[src/rtl/core/ddo_mul.sv]
// Shared 33 by 33 bit unsigned multiplier with a registered product.
// Depends on nothing.
`default_nettype none
module ddo_mul (
    input  wire logic        i_clk,
    input  wire logic [32:0] i_a,
    input  wire logic [32:0] i_b,
    output logic      [65:0] o_p
);
    logic [65:0] r_p;

    always_ff @(posedge i_clk) begin
        r_p <= 66'(i_a) * 66'(i_b);
    end

    assign o_p = r_p;
endmodule
`default_nettype wire

[config.mk]
export PLATFORM = sky130hd
export DESIGN_NAME = ddo_mul
export DESIGN_NICKNAME = d
export VERILOG_FILES = /design/src/rtl/core/ddo_mul.sv
export SDC_FILE = /design/constraint.sdc
export NUM_CORES = 2
export LEC_CHECK = 0
export BUFFER_PORTS_ARGS = -buffer_cell sky130_fd_sc_hd__buf_2
export CORE_MARGIN = 8
export CORE_UTILIZATION = 35
export DETAILED_ROUTE_END_ITERATION = 16
export PLACE_DENSITY = 0.58
export RECOVER_POWER = 25
export SLEW_MARGIN = 20
export SYNTH_ARGS = -nofsm -noshare
export SYNTH_HDL_FRONTEND = slang
export SYNTH_SLANG_ARGS = --single-unit
[constraint.sdc]
create_clock -name i_clk -period 26 [get_ports i_clk]
set_clock_uncertainty 0.2 [all_clocks]
set_input_delay 3.9 -clock i_clk [delete_from_list [all_inputs] [get_ports i_clk]]
set_output_delay 3.9 -clock i_clk [all_outputs]
set_load 0.03 [all_outputs]
==> results.toml <==
[status]
outcome = "finished, violations left"
violations = "max-capacitance violations, max-slew violations"

[detailed_routing]
routed_wl_um = 100000
vias_per_cell = 4.81
antenna_left = 0
drcViolationCount = 0
drt_iter0_drc = 1407
post_drt_wl_per_cell_um = 18.6
vias = 25900
first_pass_iters = 5

[clock_tree]
hold_buffers = 0
root_buffer = "clkbuf_16"
clk_pin_slew_ns = 0.06
cts_tree = "done"
postCtsSetupRepairBufs = 0
cts_buffer_depth = 2
cts_sinks = 66
numCtsBuffers = 9
cts_resized = 0
h-tree-depth = 3

[grt]
grtUsageTotal_pct = 17.6
grt_first_pass_wirelength_um = 161000
antenna_found_initial = 6
grt_max_degree = 34
first_global_vias = 28600
grt_overflow_total = 0

[die]
start_util_pct = 35.3
die_x_um = 339
coreArea_um2 = 104000
die_area_um2 = 115000
pin_count = 133
rows = 118
die_h_um = 339

[placement]
place.gp.congestion = 0.849
numPortBuffers = 132
dp_hpwl_um = 80000

[timing]
max_freq_mhz = 80.5
hold_violations = 0
tns_ns = 0
finalSetupViolations = 0
rsz0062_at_grt = "false"
slew_violations = 34
period_minus_slack_ns = 12.42
fin_crit_sh_pct = 47.8
slew_headroom_pct = -23.3
worst_slew_pin_slew_ns = 1.85

[hold_path]
hold_path.class = "in2reg"

[worst_setup_path]
startpoint_type = "primary input"
cp.required_ns = 26.09
endpoint_kind = "flop"
crit_type = "in2reg"
worstPathArrival_ns = 12.51
critPathMaxFanout = 33

[finish]
syn_to_final_growth_pct = 5.56
nNetsFinal = 5293
nFillCells = 10800
largest_reg_flops = 66
drive_above_1_share_pct = 3.62

[synthesis]
syn_inst = 4048
synth_seq_area_share_pct = 3.61
ys_seq_elements = 66
synth_cell_types = 57
ys_async_sr_fraction_pct = 0
synth_nets = 5338
synth_area_per_cell_um2 = 9.04
ys_warn_count = 0
syn_area_um2 = 36600
synth-edff-count = 0
synth-main-ff-cell = "dfxtp_1"

[job]
drv_cap = 1
==> worst max-delay path: stages <==
cell and delay (ns):
clkbuf_1 1.30, and2_1 0.28, ha_1 0.24, ha_1 0.28
inv_1 0.05, fa_1 0.47, inv_1 0.05, fa_1 0.47
fa_1 0.61, fa_1 0.46, fa_1 0.49, inv_1 0.05
fa_1 0.55, inv_1 0.06, ha_1 0.37, nand2_1 0.20
nor4b_1 0.76, and4_1 0.29, a32o_1 0.31, o21ai_1 0.13
nand2_1 0.17, a21oi_1 0.12, and3b_1 0.23, o41ai_1 0.43
xor2_1 0.18
==> cell usage in the layout (no fill, tap or decap), drive strengths merged, types with 3 or more instances in the layout <==
master and n:
and3 7, nor3 4, and2 574, ha 265
dfxtp 66, o21bai 8, nand2 568, clkinv 5
nand4 16, a211oi 5, and4 4, nor2b 6
nor2 33, buf 123, clkbuf 41, xnor2 41
xor2 24, a21boi 3, fa 958, o21ai 40
a31oi 6, a21oi 73, o21a 7, inv 1049
diode 6, o31ai 3, nand3 10, a21o 31
==> per-stage QoR <==
stage / utilization [%] / setup slack, ns / cells / hold WS (ns) / area (um^2)
5_1_grt: 37.3 / 13.24 / 5389 / 3.99 / 38600
2_1_floorplan: - / 14.80 / 4048 / 3.83 / 36600
3_5_place_dp: 37.0 / 13.31 / 5372 / 4.14 / 38400
3_3_place_gp: 37.0 / 13.30 / 5372 / 4.14 / 38400
6_report: 37.3 / 13.58 / 5394 / 3.96 / 38600
4_1_cts: 37.3 / 13.66 / 5388 / 3.93 / 38700
==> final timing paths <==
check	slack, ns	from	cells after the start	to
worst min-delay path	3.96	i_b[0]	2	o_p[0]
worst max-delay path	13.58	i_a[0]	25	o_p[64]
==> cell usage after synthesis, types with 4 or more instances <==
| library cell | count | area share, % |
|---|---|---|
| inv_1 | 1048 | 11 |
| fa_1 | 958 | 52 |
| and2_1 | 574 | 9.8 |
| nand2_1 | 567 | 5.8 |
| ha_1 | 265 | 9.1 |
| clkbuf_1 | 209 | 2.1 |
| a21oi_1 | 73 | 1.0 |
| dfxtp_1 | 66 | 3.6 |
| xnor2_1 | 41 | 0.98 |
| nor2_1 | 33 | 0.34 |
| a21o_1 | 31 | 0.64 |
| xor2_1 | 24 | 0.57 |
| o21ai_1 | 23 | 0.31 |
| nand4_1 | 16 | 0.27 |
| o21ai_0 | 15 | 0.21 |
| nand3_1 | 10 | 0.14 |
| o21bai_1 | 8 | 0.16 |
| and3_1 | 7 | 0.12 |
| o21a_1 | 7 | 0.14 |
| a31oi_1 | 6 | 0.10 |
| nor2b_1 | 6 | 0.10 |
| a211oi_1 | 5 | 0.10 |
| and4_1 | 4 | 0.096 |
| nor3_1 | 4 | 0.055 |
==> layout make-up <==
cell class                      instances  area (um^2)  area share [%]
Multi-Input combinational cell       2722        30600            79.1
Clock inverter                          7         70.1           0.181
Sequential cell                        66         1320            3.42
Inverter                             1049         3940            10.2
Antenna cell                            6         15.0          0.0389
Timing Repair Buffer                  155          793            2.05
Tap cell                             1380         1730            4.47
Clock buffer                            9          225           0.583
==> kinds of logic after synthesis <==
kind of cell | count (synthesis) | synth area share, %
simple gates | 1233 | 17.0
flops | 66 | 3.61
fa+ha+maj | 1223 | 61.5
xor+xnor | 65 | 1.56
compound gates | 201 | 3.45
buf+inv | 1260 | 12.9
==> routing by layer <==
layer  track usage, %  vias up  wire length [um]  share of wire, %
met5                0        -                13             0.013
met4             5.44        2              3510               3.5
met3             1.80      158              4490               4.5
met2             31.9      691             52100                52
met1             22.1    13700             40400                40
li1                 -    11400                 -                 -
Power is left out: the tool's default activity adds up to more than one toggle a clock period on the data nets, which glitch-free logic cannot reach.
