--- src/rtl/core/ddo_pkg.sv ---
// Shared types, constants and helper functions for the differential drive odometry block.
// Used by ddo_cordic, ddo_div and the top module; depends on nothing else.
`default_nettype none
package ddo_pkg;

    localparam int CORDIC_STEPS = 28;
    localparam logic signed [33:0] CORDIC_GAIN = 34'sd652032874;
    localparam logic [32:0] TURN_K = 33'd411774832;

    localparam logic [1:0] CFG_DIST_PER_TICK = 2'd0;
    localparam logic [1:0] CFG_HEAD_PER_TICK = 2'd1;

    typedef enum logic [4:0] {
        ST_IDLE,
        ST_MUL_D,
        ST_MUL_HL,
        ST_MUL_HH,
        ST_BAM,
        ST_ROT_GO,
        ST_ROT_WAIT,
        ST_POS_LO,
        ST_POS_HI,
        ST_POS_SUM,
        ST_POS_ACC,
        ST_SPD_GO,
        ST_SPD_WAIT,
        ST_TRN_LO,
        ST_TRN_HI,
        ST_TRN_GO,
        ST_TRN_WAIT,
        ST_OUT
    } t_state;

    typedef struct packed {
        logic signed [33:0] cos_v;
        logic signed [33:0] sin_v;
    } t_rot;

    typedef struct packed {
        logic        ovf;
        logic [31:0] quot;
    } t_div_res;

    function automatic logic [29:0] atan_bam(input logic [4:0] idx);
        logic [29:0] v;
        case (idx)
            5'd0:    v = 30'h20000000;
            5'd1:    v = 30'h12E4051E;
            5'd2:    v = 30'h09FB385B;
            5'd3:    v = 30'h051111D4;
            5'd4:    v = 30'h028B0D43;
            5'd5:    v = 30'h0145D7E1;
            5'd6:    v = 30'h00A2F61E;
            5'd7:    v = 30'h00517C55;
            5'd8:    v = 30'h0028BE53;
            5'd9:    v = 30'h00145F2F;
            5'd10:   v = 30'h000A2F98;
            5'd11:   v = 30'h000517CC;
            5'd12:   v = 30'h00028BE6;
            5'd13:   v = 30'h000145F3;
            5'd14:   v = 30'h0000A2FA;
            5'd15:   v = 30'h0000517D;
            5'd16:   v = 30'h000028BE;
            5'd17:   v = 30'h0000145F;
            5'd18:   v = 30'h00000A30;
            5'd19:   v = 30'h00000518;
            5'd20:   v = 30'h0000028C;
            5'd21:   v = 30'h00000146;
            5'd22:   v = 30'h000000A3;
            5'd23:   v = 30'h00000051;
            5'd24:   v = 30'h00000029;
            5'd25:   v = 30'h00000014;
            5'd26:   v = 30'h0000000A;
            5'd27:   v = 30'h00000005;
            default: v = 30'h0;
        endcase
        return v;
    endfunction

    function automatic logic [31:0] sat_rate(input t_div_res r, input logic neg);
        logic [31:0] m;
        if (neg) begin
            m = (r.ovf || (r.quot > 32'h80000000)) ? 32'h80000000 : r.quot;
            return 32'h0 - m;
        end else begin
            return (r.ovf || r.quot[31]) ? 32'h7FFFFFFF : r.quot;
        end
    endfunction

endpackage
`default_nettype wire

--- src/rtl/core/ddo_div.sv ---
// Restoring divider giving floor(num / (den * 2^32)) one quotient bit per cycle, with overflow.
// Depends on ddo_pkg for the result struct.
`default_nettype none
module ddo_div (
    input  wire logic          i_clk,
    input  wire logic          i_rst_n,
    input  wire logic          i_start,
    input  wire logic [92:0]   i_num,
    input  wire logic [31:0]   i_den,
    output logic               o_done,
    output ddo_pkg::t_div_res  o_res
);
    import ddo_pkg::*;

    logic        r_busy, r_done, r_ovf;
    logic [4:0]  r_cnt;
    logic [63:0] r_rem;
    logic [31:0] r_low, r_den, r_quot;
    logic [64:0] trial, divisor;
    logic        fits, start_ovf;

    assign trial     = {r_rem, r_low[31]};
    assign divisor   = {1'b0, r_den, 32'b0};
    assign fits      = (trial >= divisor);
    assign start_ovf = ({3'b0, i_num[92:64]} >= i_den);

    always_ff @(posedge i_clk) begin
        if (!i_rst_n) begin
            r_busy <= 1'b0;
            r_done <= 1'b0;
        end else begin
            r_done <= 1'b0;
            if (i_start) begin
                r_busy <= !start_ovf;
                r_done <= start_ovf;
            end else if (r_busy && (r_cnt == 5'd31)) begin
                r_busy <= 1'b0;
                r_done <= 1'b1;
            end
        end
    end

    always_ff @(posedge i_clk) begin
        if (i_start) begin
            r_ovf <= start_ovf;
            r_rem <= {3'b0, i_num[92:32]};
            r_low <= i_num[31:0];
            r_den <= i_den;
            r_cnt <= '0;
        end else if (r_busy) begin
            r_rem  <= fits ? 64'(trial - divisor) : trial[63:0];
            r_quot <= {r_quot[30:0], fits};
            r_low  <= {r_low[30:0], 1'b0};
            r_cnt  <= r_cnt + 5'd1;
        end
    end

    assign o_done     = r_done;
    assign o_res.ovf  = r_ovf;
    assign o_res.quot = r_quot;
endmodule
`default_nettype wire

--- config.mk ---
export PLATFORM = sky130hd
export DESIGN_NAME = ddo_div
export DESIGN_NICKNAME = d
export VERILOG_FILES = /design/src/rtl/core/ddo_pkg.sv /design/src/rtl/core/ddo_div.sv
export SDC_FILE = /design/constraint.sdc
export NUM_CORES = 1
export LEC_CHECK = 0
export ABC_CLOCK_PERIOD_IN_PS = 6300
export BUFFER_PORTS_ARGS = -buffer_cell sky130_fd_sc_hd__buf_2
export CORE_ASPECT_RATIO = 1.75
export CORE_MARGIN = 2
export CORE_UTILIZATION = 30
export DETAILED_ROUTE_END_ITERATION = 6
export GPL_TIMING_DRIVEN = 1
export PLACE_DENSITY = 0.56
export SLEW_MARGIN = 15
export SYNTH_ARGS = -nofsm -noshare
export SYNTH_HDL_FRONTEND = slang
export SYNTH_SLANG_ARGS = --single-unit
--- constraint.sdc ---
create_clock -name i_clk -period 6.3 [get_ports i_clk]
set_clock_uncertainty 0.2 [all_clocks]
set_input_delay 1.26 -clock i_clk [delete_from_list [all_inputs] [get_ports i_clk]]
set_output_delay 1.26 -clock i_clk [all_outputs]
set_load 0.05 [all_outputs]
==> out/qor.csv <==
stage,metric,value,unit
sta,RSZ-0062 raised after global routing,false,
clock_tree,CTS Buf Count,17,
logic_synthesis,synth unique cells,69,
power,Peak VDD IR,0.215,mV
sta,# setup viols final,0,
logic_synthesis,Synth Cell Area,9230,µm²
logic_synthesis,Synth Area per Inst,11.8,µm²
route,1st-pass router iterations,4,
route,Routed WL,23.3,mm
logic_synthesis,net count after synthesis,975,
power,Lkg Pwr,4.62,nW
sta,setup TNS,0,ns
critical_path,CP startpoint,r_rem[32],
floorplan,die width,137,µm
clock_tree,Max Root-Sink Buffers,2,
clock_tree,CTS tree,yes,
route,Routed Antenna Nets,0,
sta,Max Clock Freq,266,MHz
logic_synthesis,Synth warnings,0,
sta,Max-slew headroom,0.344,
sta,Tmin final,3.75,ns
layout,"most common cell after layout, fill and taps aside",buf_2,
power,overall power,3.45,mW
route,Routed WL per cell,17.3,µm
run_status,status,finished clean,
placement,GP Congestion,0.829,
clock_tree,CTS resizes,0,
layout,number of nets in the layout,1131,
clock_tree,clk_lat worst skew,0.45,ns
placement,post-detail-place hpwl,17.2,mm
grt,met2 Use GR,0.266,
clock_tree,"Clk pin slew, worst setup/hold paths",0.07,ns
logic_synthesis,post-synthesis sequential area ratio,0.536,
grt,largest net degree at the start of global routing,72,
layout,most frequent cells in the layout,"buf_2 (160), edfxtp_1 (158), inv_1 (75), mux2_2 (66), nand2_1 (65)",
floorplan,Starting Density,0.302,
grt,GRT overflow,0,
grt,Tot GR Track Use,0.148,
clock_tree,clock tree sinks,168,
flow_run,max cap viols,0,
worst_hold_path,hold path depth,0,
route,Vias/cell,4.89,
sta,Final Hold Vio Count,0,
floorplan,Die H,236,µm
grt,most used routing layer,met2,
logic_synthesis,"top cells by area, synth","edfxtp_1 (51%), ha_1 (8.5%), mux2_2 (8.1%)",
clock_tree,clock root buffer,clkbuf_16,
logic_synthesis,Yosys top cell area share,0.514,
route,vias,6578,
clock_tree,postcts setup bufs,0,
placement,port buffer count,161,
critical_path,Worst Setup End Kind,register,
floorplan,die area,32200,µm²
critical_path,kind of critical path,reg2reg,
floorplan,CORE AREA,30500,µm²
layout,layout cells sized above 1,0.294,
logic_synthesis,Post-synth EDFFs,158,
critical_path,maximum fanout along the worst path,33,
layout,Area growth syn-to-layout,19.6,%
power,Pwr Density,312,nW/µm²
worst_hold_path,Hold WC Path Type,reg2reg,
logic_synthesis,Post-Synthesis Cells,783,
worst_hold_path,Min-Delay Startpoint,r_quot[4],
logic_synthesis,ys async rst share,0,
critical_path,CP Launch Type,register,
route,initial drt markers,307,
sta,worst slew pin tran,0.984,ns
clock_tree,CTS H-tree lvls,4,
sta,Final period util,0.596,
sta,final-report max-slew violation count,0,
grt,vias in the first global route,6872,
grt,first-pass GRT wire length,36.6,mm
grt,met1 usage in global routing,0.165,
logic_synthesis,largest area contributor in the netlist,edfxtp_1,
floorplan,I/O pin count,162,
critical_path,FF-to-FF Start,r_rem[32],
grt,met3 Use GR,0.0378,
logic_synthesis,#FFs+latches synth,168,
logic_synthesis,main flop type after synthesis,edfxtp_1,
critical_path,cell depth of the worst flop-to-flop path,11,
floorplan,Placement Rows,85,
critical_path,WP data arrival,3.75,ns
route,# DRC,0,
critical_path,worst endpoint required time,6.30,ns
clock_tree,hold_buf cts,0,
grt,initial antenna violation count,4,
-- synthesized netlist by cell type, types with 11 or more instances --
cell type / number
edfxtp_1: 158
clkbuf_1: 14
a21o_1: 17
nand2_1: 66
ha_1: 63
a31oi_1: 23
o21ai_1: 11
xnor2_1: 17
o21ai_0: 14
nor2_1: 44
nand4_1: 13
a21oi_1: 39
nand3_1: 13
inv_1: 75
mux2_2: 66
-- critical path: stages (launching register included) --
cell and delay [ns]:
edfxtp_1 0.44, ha_1 0.34, nor2b_1 0.15, o21bai_1 0.26
a21oi_2 0.12, nor3_4 0.29, a21oi_2 0.15, o31ai_4 0.42
and2_1 0.22, buf_4 0.37, nor2_1 0.18, a221o_1 0.35
-- kinds of logic (layout without fill, tap and decap cells) --
kind of cell | after synthesis | in the layout | synth area share
AOI/OAI and AO/OA | 162 | 162 | 0.119
xor gates and xnor gates | 25 | 25 | 0.0237
adders and majority gates | 64 | 64 | 0.0876
buffers and inverters | 106 | 275 | 0.0476
DFF | 168 | 168 | 0.536
muxes | 72 | 72 | 0.0872
other | 0 | 3 | 0
and+or+nand+nor | 186 | 186 | 0.0994
-- state kept, by name, summed over array words and instances, names as in the netlist --
name,count
r_ovf,1
r_den,32
o_done,1
r_low,32
r_cnt,5
r_busy,1
r_quot,32
r_rem,64
-- report_power, final --
part	switching [mW]	internal (mW)
logic	0.542	0.382
registers	0.0606	1.37
clock network	0.466	0.622
-- layer usage --
layer,share of wire,vias to the layer above
met1,0.39,3182
met3,0.045,34
met4,0.022,4
met2,0.54,141
li1,-,3217
met5,0.00099,-
-- worst paths after layout --
kind               endpoint  slack (ns)
setup reg to reg  r_rem[59]        2.55
hold / removal    r_quot[5]        0.25
hold reg to reg   r_quot[5]        0.25
setup / recovery  r_rem[59]        2.55
-- area by class of cell --
cell class              count  area [µm²]
diodes                      3        7.51
clock buffers              20         467
clock inverters            12         138
fillers                  3057       19500
inverters                  77         289
multi-input cells         509        3860
flip-flops and latches    168        4940
well taps                 391         489
repair buffers            166         846
-- per-stage QoR --
step	instance area, µm²	setup slack [ns]	utilization	instances	hold WS [ns]
finish	11000	2.55	0.362	1346	0.246
global placement	10400	2.07	0.342	1311	0.228
global route	11000	2.29	0.362	1345	0.251
floorplan	9230	1.88	-	783	0.267
detailed placement	10400	2.05	0.342	1311	0.230
CTS	11000	2.49	0.361	1343	0.248
Power figures use the tool's default switching activity.
